<file path="src/hdl/citl_pkg.sv">
`timescale 1ns / 1ps

package citl_pkg;

    // Width of the divisor and class registers and of the APB data bus.
    localparam int CFG_BITS  = 32;
    localparam int LIM_BITS  = 8;
    localparam int ROT_BITS  = 16;
    localparam int ADDR_BITS = 4;

    // Register index, taken from paddr[3:2].
    typedef enum logic [1:0] {
        REG_DIVISOR = 2'd0,
        REG_CLASS   = 2'd1,
        REG_RETRY   = 2'd2,
        REG_NONE    = 2'd3
    } reg_idx_t;

    // Frame kind carried in tuser.
    typedef enum logic {
        CMD_ACQUIRE = 1'b0,
        CMD_TRACK   = 1'b1
    } cmd_t;

    typedef enum logic [2:0] {
        ST_IDLE,
        ST_DIV,
        ST_CHECK,
        ST_SQ,
        ST_ACC,
        ST_UPDATE,
        ST_FIN
    } state_t;

endpackage

</file>
<file path="src/hdl/closest_id_target_lock_tracker_top.sv">
`timescale 1ns / 1ps

// Channel      Dir  Contents
// s_* stream   in   tdata: det_id, det_x, det_y, det_z, det_qx, det_qy, det_qz, det_qw;
//                   tuser: cmd, present; tlast: frame_end
// m_* stream   out  tdata: out_id, out_x, out_y, out_z, out_qx, out_qy, out_qz, out_qw;
//                   tuser: out_ok, out_locked, out_coasting
// APB          in   id_divisor at 0x0, id_class at 0x4, retry_limit at 0x8
//
// An acquire transaction that carries a detection runs through the divider and the
// squaring unit: the restoring divider computes the id remainder one bit per cycle, and
// the one shared squaring multiplier then runs three times, each product registered before
// it is added to the norm. Acquire detections outside the id class skip the squaring, and
// track or empty transactions go straight to the check state; a transaction that closes a
// frame then passes through the frame end state.
// s_tready is high only while the sequencer is idle; one transaction is worked at a time.
// A frame result sits in the output register while the next transaction is accepted; the
// sequencer stalls at the end of the next frame only if that result is still not taken.
// Reset is asynchronous and active low; it drops the lock and clears the sequencer and frame control state.
// No memory is used, so the block is ready right after reset.

module closest_id_target_lock_tracker_top #(
    parameter int POS_BITS   = 24,
    parameter int ID_BITS    = 32,
    parameter int RETRY_BITS = 8
) (
    input  logic clk,
    input  logic rst_n,

    input  logic                            s_tvalid,
    output logic                            s_tready,
    // det_id, det_x, det_y, det_z, det_qx, det_qy, det_qz, det_qw, zero fill
    input  logic [((ID_BITS + 3 * POS_BITS + 4 * citl_pkg::ROT_BITS + 7) / 8) * 8 - 1:0] s_tdata,
    // cmd, present
    input  logic [1:0]                      s_tuser,
    input  logic                            s_tlast,

    output logic                            m_tvalid,
    input  logic                            m_tready,
    // out_id, out_x, out_y, out_z, out_qx, out_qy, out_qz, out_qw, zero fill
    output logic [((ID_BITS + 3 * POS_BITS + 4 * citl_pkg::ROT_BITS + 7) / 8) * 8 - 1:0] m_tdata,
    // out_ok, out_locked, out_coasting
    output logic [2:0]                      m_tuser,

    input  logic                            psel,
    input  logic                            penable,
    input  logic                            pwrite,
    input  logic [citl_pkg::ADDR_BITS-1:0]  paddr,
    input  logic [citl_pkg::CFG_BITS-1:0]   pwdata,
    output logic [citl_pkg::CFG_BITS-1:0]   prdata,
    output logic                            pready
);

    localparam int ROT_BITS  = citl_pkg::ROT_BITS;
    localparam int CFG_BITS  = citl_pkg::CFG_BITS;
    localparam int LIM_BITS  = citl_pkg::LIM_BITS;
    localparam int FIELD_W   = ID_BITS + 3 * POS_BITS + 4 * ROT_BITS;
    localparam int TDATA_W   = ((FIELD_W + 7) / 8) * 8;
    localparam int NORM_W    = 2 * POS_BITS;
    localparam int CNT_W     = $clog2(ID_BITS);
    localparam int CMP_W     = CFG_BITS + 1;

    // Configuration registers.
    logic [CFG_BITS-1:0] id_divisor_reg;
    logic [CFG_BITS-1:0] id_class_reg;
    logic [LIM_BITS-1:0] retry_limit_reg;

    // Sequencer.
    citl_pkg::state_t state_reg, state_next;
    logic             accept;
    logic             fin_go;
    logic             div_done;
    logic             sq_last;

    // Item held while it is worked.
    logic                       cmd_reg;
    logic                       present_reg;
    logic                       last_reg;
    logic [ID_BITS-1:0]         id_reg;
    logic signed [POS_BITS-1:0] pos_reg [3];
    logic signed [ROT_BITS-1:0] rot_reg [4];

    // Shared divider and squaring unit.
    logic [ID_BITS-1:0]         div_sh_reg;
    logic [ID_BITS-1:0]         rem_reg;
    logic [CNT_W-1:0]           div_cnt_reg;
    logic [CMP_W-1:0]           trial;
    logic [CMP_W-1:0]           trial_diff;
    logic                       trial_ge;
    logic [1:0]                 sq_idx_reg;
    logic signed [POS_BITS-1:0] mul_a;
    logic signed [NORM_W-1:0]   prod_full;
    logic [NORM_W-1:0]          prod_reg;
    logic [NORM_W-1:0]          norm_reg;
    logic                       class_hit;

    // Frame state.
    logic                       lock_flag_reg;
    logic [ID_BITS-1:0]         locked_target_reg;
    logic [RETRY_BITS-1:0]      miss_count_reg;
    logic [ID_BITS-1:0]         held_id_reg;
    logic signed [POS_BITS-1:0] held_pos_reg [3];
    logic signed [ROT_BITS-1:0] held_rot_reg [4];
    logic                       cand_found_reg;
    logic [NORM_W-1:0]          cand_norm_reg;
    logic [ID_BITS-1:0]         cand_id_reg;
    logic signed [POS_BITS-1:0] cand_pos_reg [3];
    logic signed [ROT_BITS-1:0] cand_rot_reg [4];

    // Frame end decisions.
    logic [RETRY_BITS+LIM_BITS-1:0] lim_ext;
    logic [RETRY_BITS-1:0]          lim;
    logic                           is_acq;
    logic                           take_hold;
    logic                           coast;
    logic                           drop;
    logic                           res_ok;
    logic                           lock_next;

    // Output register.
    logic                       m_tvalid_reg;
    logic [2:0]                 m_tuser_reg;
    logic [ID_BITS-1:0]         out_id_reg;
    logic signed [POS_BITS-1:0] out_pos_reg [3];
    logic signed [ROT_BITS-1:0] out_rot_reg [4];

    // ------------------------------------------------------------------
    // APB configuration port. Writes complete in the access cycle.
    // ------------------------------------------------------------------
    citl_pkg::reg_idx_t cfg_idx;
    logic               cfg_wr;

    assign pready  = 1'b1;
    assign cfg_idx = citl_pkg::reg_idx_t'(paddr[3:2]);
    assign cfg_wr  = psel && penable && pwrite && pready;

    always_ff @(posedge clk or negedge rst_n)
    begin
        if (!rst_n)
        begin
            id_divisor_reg  <= CFG_BITS'(1);
            id_class_reg    <= '0;
            retry_limit_reg <= '0;
        end
        else if (cfg_wr)
        begin
            case (cfg_idx)
                citl_pkg::REG_DIVISOR: id_divisor_reg  <= pwdata;
                citl_pkg::REG_CLASS:   id_class_reg    <= pwdata;
                citl_pkg::REG_RETRY:   retry_limit_reg <= pwdata[LIM_BITS-1:0];
                default:               ;
            endcase
        end
    end

    always_comb
    begin
        case (cfg_idx)
            citl_pkg::REG_DIVISOR: prdata = id_divisor_reg;
            citl_pkg::REG_CLASS:   prdata = id_class_reg;
            citl_pkg::REG_RETRY:   prdata = CFG_BITS'(retry_limit_reg);
            default:               prdata = '0;
        endcase
    end

    // ------------------------------------------------------------------
    // Sequencer: next state.
    // ------------------------------------------------------------------
    always_comb
    begin
        state_next = state_reg;
        case (state_reg)
            citl_pkg::ST_IDLE:
            begin
                if (accept)
                begin
                    if (s_tuser[1] && (s_tuser[0] == citl_pkg::CMD_ACQUIRE))
                        state_next = citl_pkg::ST_DIV;
                    else
                        state_next = citl_pkg::ST_CHECK;
                end
            end
            citl_pkg::ST_DIV:
            begin
                if (div_done)
                    state_next = citl_pkg::ST_CHECK;
            end
            citl_pkg::ST_CHECK:
            begin
                if (class_hit)
                    state_next = citl_pkg::ST_SQ;
                else if (last_reg)
                    state_next = citl_pkg::ST_FIN;
                else
                    state_next = citl_pkg::ST_IDLE;
            end
            citl_pkg::ST_SQ:
                state_next = citl_pkg::ST_ACC;
            citl_pkg::ST_ACC:
            begin
                if (sq_last)
                    state_next = citl_pkg::ST_UPDATE;
                else
                    state_next = citl_pkg::ST_SQ;
            end
            citl_pkg::ST_UPDATE:
            begin
                if (last_reg)
                    state_next = citl_pkg::ST_FIN;
                else
                    state_next = citl_pkg::ST_IDLE;
            end
            citl_pkg::ST_FIN:
            begin
                if (fin_go)
                    state_next = citl_pkg::ST_IDLE;
            end
            default:
                state_next = citl_pkg::ST_IDLE;
        endcase
    end

    // Sequencer: control outputs.
    always_comb
    begin
        s_tready = (state_reg == citl_pkg::ST_IDLE);
        fin_go   = (state_reg == citl_pkg::ST_FIN) && (!m_tvalid_reg || m_tready);
        div_done = (div_cnt_reg == CNT_W'(ID_BITS - 1));
        sq_last  = (sq_idx_reg == 2'd2);
    end

    assign accept = s_tvalid && s_tready;

    always_ff @(posedge clk or negedge rst_n)
    begin
        if (!rst_n)
            state_reg <= citl_pkg::ST_IDLE;
        else
            state_reg <= state_next;
    end

    // ------------------------------------------------------------------
    // Item capture.
    // ------------------------------------------------------------------
    always_ff @(posedge clk)
    begin
        if (accept)
        begin
            cmd_reg     <= s_tuser[0];
            present_reg <= s_tuser[1];
            last_reg    <= s_tlast;
            id_reg      <= s_tdata[ID_BITS-1:0];
            for (int i = 0; i < 3; i++)
                pos_reg[i] <= s_tdata[ID_BITS + i * POS_BITS +: POS_BITS];
            for (int i = 0; i < 4; i++)
                rot_reg[i] <= s_tdata[ID_BITS + 3 * POS_BITS + i * ROT_BITS +: ROT_BITS];
        end
    end

    // ------------------------------------------------------------------
    // Restoring divider for the id remainder, one quotient bit per cycle.
    // A zero divisor subtracts nothing, which leaves the id itself.
    // ------------------------------------------------------------------
    assign trial      = CMP_W'({rem_reg, div_sh_reg[ID_BITS-1]});
    assign trial_ge   = (trial >= CMP_W'(id_divisor_reg));
    assign trial_diff = trial - CMP_W'(id_divisor_reg);

    always_ff @(posedge clk)
    begin
        if (accept)
        begin
            div_sh_reg  <= s_tdata[ID_BITS-1:0];
            rem_reg     <= '0;
            div_cnt_reg <= '0;
        end
        else if (state_reg == citl_pkg::ST_DIV)
        begin
            div_sh_reg  <= {div_sh_reg[ID_BITS-2:0], 1'b0};
            rem_reg     <= trial_ge ? trial_diff[ID_BITS-1:0] : trial[ID_BITS-1:0];
            div_cnt_reg <= div_cnt_reg + CNT_W'(1);
        end
    end

    assign class_hit = present_reg && (cmd_reg == citl_pkg::CMD_ACQUIRE)
                       && (CFG_BITS'(rem_reg) == id_class_reg);

    // ------------------------------------------------------------------
    // Shared squaring unit. The norm of three squares is below 2^(2*POS_BITS),
    // so the accumulator never needs to saturate.
    // ------------------------------------------------------------------
    assign mul_a     = pos_reg[sq_idx_reg];
    assign prod_full = mul_a * mul_a;

    always_ff @(posedge clk)
    begin
        if (accept)
        begin
            sq_idx_reg <= '0;
            norm_reg   <= '0;
        end
        else if (state_reg == citl_pkg::ST_SQ)
        begin
            prod_reg <= prod_full;
        end
        else if (state_reg == citl_pkg::ST_ACC)
        begin
            norm_reg   <= norm_reg + prod_reg;
            sq_idx_reg <= sq_idx_reg + 2'd1;
        end
    end

    // ------------------------------------------------------------------
    // Frame end decisions.
    // ------------------------------------------------------------------
    assign lim_ext   = {{RETRY_BITS{1'b0}}, retry_limit_reg};
    assign lim       = lim_ext[RETRY_BITS-1:0];
    assign is_acq    = (cmd_reg == citl_pkg::CMD_ACQUIRE);
    assign take_hold = cand_found_reg && (is_acq || lock_flag_reg);
    assign coast     = !is_acq && lock_flag_reg && !cand_found_reg && (miss_count_reg < lim);
    assign drop      = !is_acq && lock_flag_reg && !cand_found_reg && !(miss_count_reg < lim);
    assign res_ok    = take_hold || coast;
    assign lock_next = is_acq ? (lock_flag_reg || cand_found_reg) : (lock_flag_reg && !drop);

    // Candidate of the current frame and the lock state. The locked id starts at zero,
    // so a track detection with id zero matches even before the first lock.
    always_ff @(posedge clk or negedge rst_n)
    begin
        if (!rst_n)
        begin
            cand_found_reg    <= 1'b0;
            lock_flag_reg     <= 1'b0;
            miss_count_reg    <= '0;
            locked_target_reg <= '0;
        end
        else if (fin_go)
        begin
            cand_found_reg <= 1'b0;
            lock_flag_reg  <= lock_next;
            if (is_acq && cand_found_reg)
                locked_target_reg <= cand_id_reg;
            if (take_hold)
                miss_count_reg <= '0;
            else if (coast)
                miss_count_reg <= miss_count_reg + RETRY_BITS'(1);
        end
        else if ((state_reg == citl_pkg::ST_CHECK) && present_reg && !cand_found_reg
                 && (cmd_reg == citl_pkg::CMD_TRACK) && (id_reg == locked_target_reg))
        begin
            cand_found_reg <= 1'b1;
        end
        else if (state_reg == citl_pkg::ST_UPDATE)
        begin
            cand_found_reg <= 1'b1;
        end
    end

    always_ff @(posedge clk)
    begin
        if (((state_reg == citl_pkg::ST_CHECK) && present_reg && !cand_found_reg
             && (cmd_reg == citl_pkg::CMD_TRACK) && (id_reg == locked_target_reg))
            || ((state_reg == citl_pkg::ST_UPDATE)
                && (!cand_found_reg || (norm_reg < cand_norm_reg))))
        begin
            // A track match carries a norm of zero, so no later detection displaces it.
            cand_norm_reg <= (state_reg == citl_pkg::ST_UPDATE) ? norm_reg : '0;
            cand_id_reg   <= id_reg;
            cand_pos_reg  <= pos_reg;
            cand_rot_reg  <= rot_reg;
        end
        if (fin_go && take_hold)
        begin
            held_id_reg  <= cand_id_reg;
            held_pos_reg <= cand_pos_reg;
            held_rot_reg <= cand_rot_reg;
        end
    end

    // ------------------------------------------------------------------
    // Output register. Fields read as zero whenever no vector is reported.
    // ------------------------------------------------------------------
    always_ff @(posedge clk or negedge rst_n)
    begin
        if (!rst_n)
            m_tvalid_reg <= 1'b0;
        else if (fin_go)
            m_tvalid_reg <= 1'b1;
        else if (m_tready)
            m_tvalid_reg <= 1'b0;
    end

    always_ff @(posedge clk)
    begin
        if (fin_go)
        begin
            m_tuser_reg <= {coast, lock_next, res_ok};
            if (!res_ok)
            begin
                out_id_reg <= '0;
                for (int i = 0; i < 3; i++)
                    out_pos_reg[i] <= '0;
                for (int i = 0; i < 4; i++)
                    out_rot_reg[i] <= '0;
            end
            else if (take_hold)
            begin
                out_id_reg  <= cand_id_reg;
                out_pos_reg <= cand_pos_reg;
                out_rot_reg <= cand_rot_reg;
            end
            else
            begin
                out_id_reg  <= held_id_reg;
                out_pos_reg <= held_pos_reg;
                out_rot_reg <= held_rot_reg;
            end
        end
    end

    assign m_tvalid = m_tvalid_reg;
    assign m_tuser  = m_tuser_reg;
    assign m_tdata  = TDATA_W'({out_rot_reg[3], out_rot_reg[2], out_rot_reg[1], out_rot_reg[0],
                                out_pos_reg[2], out_pos_reg[1], out_pos_reg[0], out_id_reg});

    // ------------------------------------------------------------------
    // Assertions.
    // ------------------------------------------------------------------
    a_coast_implies_lock: assert property (@(posedge clk) disable iff (!rst_n)
        m_tvalid && m_tuser[2] |-> m_tuser[0] && m_tuser[1])
        else $error("coasting result without a valid locked vector");

    a_no_vector_zero: assert property (@(posedge clk) disable iff (!rst_n)
        m_tvalid && !m_tuser[0] |-> (m_tdata == '0) && !m_tuser[2])
        else $error("result without a vector carries nonzero fields");

    a_div_progress: assert property (@(posedge clk) disable iff (!rst_n)
        state_reg == citl_pkg::ST_DIV |=>
            state_reg == citl_pkg::ST_DIV || state_reg == citl_pkg::ST_CHECK)
        else $error("divider left before the remainder was complete");

    a_result_from_fin: assert property (@(posedge clk) disable iff (!rst_n)
        $rose(m_tvalid_reg) |-> $past(state_reg == citl_pkg::ST_FIN) && $past(last_reg))
        else $error("result produced outside a frame end");

    a_cand_cleared: assert property (@(posedge clk) disable iff (!rst_n)
        fin_go |=> !cand_found_reg && state_reg == citl_pkg::ST_IDLE)
        else $error("candidate survived the end of its frame");

endmodule
</file>
<file path="config.mk">
export PLATFORM = sky130hd
export DESIGN_NAME = closest_id_target_lock_tracker_top
export DESIGN_NICKNAME = d
export VERILOG_FILES = /design/src/hdl/citl_pkg.sv /design/src/hdl/closest_id_target_lock_tracker_top.sv
export SDC_FILE = /design/constraint.sdc
export NUM_CORES = 2
export LEC_CHECK = 0
export ABC_AREA = 1
export CORE_MARGIN = 1
export CORE_UTILIZATION = 65
export CTS_CLUSTER_DIAMETER = 80
export CTS_CLUSTER_SIZE = 30
export DETAILED_ROUTE_END_ITERATION = 6
export DONT_BUFFER_PORTS = 1
export PLACE_DENSITY = 0.93
export SETUP_SLACK_MARGIN = 0.05
export SLEW_MARGIN = 25
export SYNTH_ARGS = -nofsm -noshare
export SYNTH_HDL_FRONTEND = slang
export SYNTH_SLANG_ARGS = --single-unit
</file>
<file path="constraint.sdc">
create_clock -name clk -period 15 [get_ports clk]
set_input_delay 3 -clock clk [delete_from_list [all_inputs] [get_ports clk]]
set_output_delay 3 -clock clk [all_outputs]
set_load 0.01 [all_outputs]
</file>
==> metrics.txt <==
status finished, violations left; failing checks design-rule violations; Area Growth Syn to Fin 4.36%; Required @ worst endpoint 15.43 ns; clock latency at the later pin of the worst-skew pair 0.75 ns; fin crit period 9.55 ns; met2 Use GR 58.6%; most common flop cell mapped by yosys edfxtp_1; first drt pass iteration count 7; nets 7,538; TritonCTS buffer count 47; CP Class reg -> reg; Finished Core Util 68.9%; final hold viol count 0; largest net degree at the start of global routing 169; setup_tns 0 ns; per-cell routed wire length 23.7 um; Syn Nets 7,621; Residual DRC 16; FF+latch count, synth 1,010; Max Clock Skew 0.0829 ns; CTS Root Cell clkbuf_16; setup repair bufs after CTS 0; antenna viol nets, final 0; Die Span Y 319 um; Worst Hold Slack 0.418 ns; die area 102,000 sq um; Avg Cell Area, Syn 9.94 sq um; GRT Overall Usage 36.5%; setup violators final 0; RSZ-0062 raised after global routing false; Fmax 0.105 GHz; number of global-route vias before repair 47,828; post-CTS resize count 0; max_cap viols 0; Worst EP arrival 9.98 ns; Worst slew margin 20.9%; H-tree depth 2; share of layout cells above drive strength 1 4.74%; Final Cycle Share 63.6%; filler cell count 6,724; Core ar. 99,000 sq um; number of synthesized flops with an enable pin 805; Clock transition at path regs 0.12 ns; GRT met1 Usage 46.2%; CP startpoint kind flip-flop; Via Count 47,127; sequential fraction of the synthesis area 44.2%; DRT Wirelength 186 mm; global-route wire length before repair 281 mm; worst hold path type reg -> reg; most frequent cells in the layout 1,427 x inv_1, 1,311 x nand2_1, 805 x edfxtp_1; DR iter-0 viols 6,173; # IOs 420; Post-CTS Hold Fix Bufs 0; worst-margin pin slew 1.19 ns; Starting Density 66.0%; grt total ovfl 0; max-slew violation count 0; most common cell after layout, fill and taps aside inv_1; Clock Tree Buf Depth 3; PortBufs 0; FP Rows 115; Placed Area 66,500 sq um; Syn Inst Count 6,573; Die Wd 319 um; Largest register FFs 136; CP Capture Type flip-flop; routability cong. 0.969; via/cell ratio 6.00; Syn Std Cell Area 65,300 sq um; initial antenna violation count 45; yosys warns 0; Final HPWL DP 136 mm; clk sinks 1,010; fin area 68,200 sq um; grt peak-use layer met2; Worst Path Max Fanout 37; CTS tree done; M3 GR Usage 8.81%; Yosys cell types 66; Async SR Flop Fraction 11.7%
through the flow:
stage	instances	worst slack [ns]
2_1_floorplan	6573	1.44
3_3_place_gp	7728	5.83
3_5_place_dp	7728	5.63
4_1_cts	7805	5.53
5_1_grt	7834	5.06
6_report	7856	5.45
layer usage:
metal	vias up	routed length, um
met5	-	81
met4	14	11800
met3	794	22100
met2	3384	85500
met1	22439	66300
li1	20496	-
synth_stat cells, drive strengths merged, types with 2 or more instances:
cell,instances,area share (%)
a21boi,6,0.069
a21o,9,0.10
a21oi,185,1.4
a221oi,2,0.027
a22oi,3,0.034
a31o,3,0.040
a31oi,8,0.077
a32oi,15,0.28
and2,4,0.038
and3,4,0.038
buf,94,0.83
clkbuf,73,0.42
dfrtp,117,4.5
dfxtp,87,2.7
edfxtp,805,37
fa,556,17
ha,278,5.3
inv,1458,8.4
mux2i,136,2.1
nand2,1369,8.1
nand3,247,2.3
nand3b,6,0.069
nand4,46,0.44
nor2,460,2.7
nor3,40,0.34
nor3b,2,0.023
nor4,6,0.057
o211ai,19,0.22
o21a,5,0.057
o21ai,287,2.2
o21bai,39,0.45
o221ai,8,0.11
o22ai,19,0.18
or2,37,0.35
xnor2,58,0.78
xor2,75,1.0
kinds of logic after synthesis:
logic type / share of synthesized area [%]
xor+xnor: 1.78
mux: 2.08
simple gates: 14.5
flops: 44.2
other cells: 0.00574
compound gates: 5.40
buf+inv: 9.64
fa+ha+maj: 22.4
worst paths after layout:
path | start | end | slack, ns | cells past startpoint
max | sq_idx_reg[1] | prod_reg[45] | 5.45 | 27
min | cand_id_reg[30] | held_id_reg[30] | 0.42 | 0
max reg2reg | sq_idx_reg[1] | prod_reg[45] | 5.45 | 27
min reg2reg | cand_id_reg[30] | held_id_reg[30] | 0.42 | 0
max in group asynchronous | rst_n | state_reg[2] | 12.77 | 0
min in group asynchronous | rst_n | locked_target_reg[13] | 1.96 | 0
area by class of cell:
class / count / area [sq um] / share of cell area (%)
repair buffers: 35 / 317 / 0.464
diodes: 51 / 128 / 0.187
well taps: 1287 / 1610 / 2.36
multi-input cells: 3937 / 30200 / 44.3
inverters: 1459 / 5490 / 8.05
clock buffers: 58 / 1220 / 1.79
flip-flops and latches: 1010 / 28900 / 42.3
clock inverters: 19 / 335 / 0.492
worst max-delay path: stages (launching register included):
cell     delay (ns)
dfxtp_1        0.38
inv_2          0.32
nor2_2         0.23
buf_4          0.45
a32oi_1        0.14
buf_4          0.26
inv_2          0.59
nand2_1        0.23
inv_1          0.17
fa_1           0.55
fa_1           0.73
inv_1          0.22
fa_1           1.00
inv_1          0.19
fa_1           0.50
fa_1           0.56
fa_1           0.43
fa_1           0.48
ha_1           0.42
nand2_1        0.12
nor2_1         0.20
inv_1          0.09
nor2_1         0.14
inv_1          0.09
nor4_1         0.31
nand3_1        0.14
nand3_1        0.16
xor2_1         0.09
Power is not shown: default switching activity piles up to over one toggle a cycle in this logic, so the estimate is an artifact.
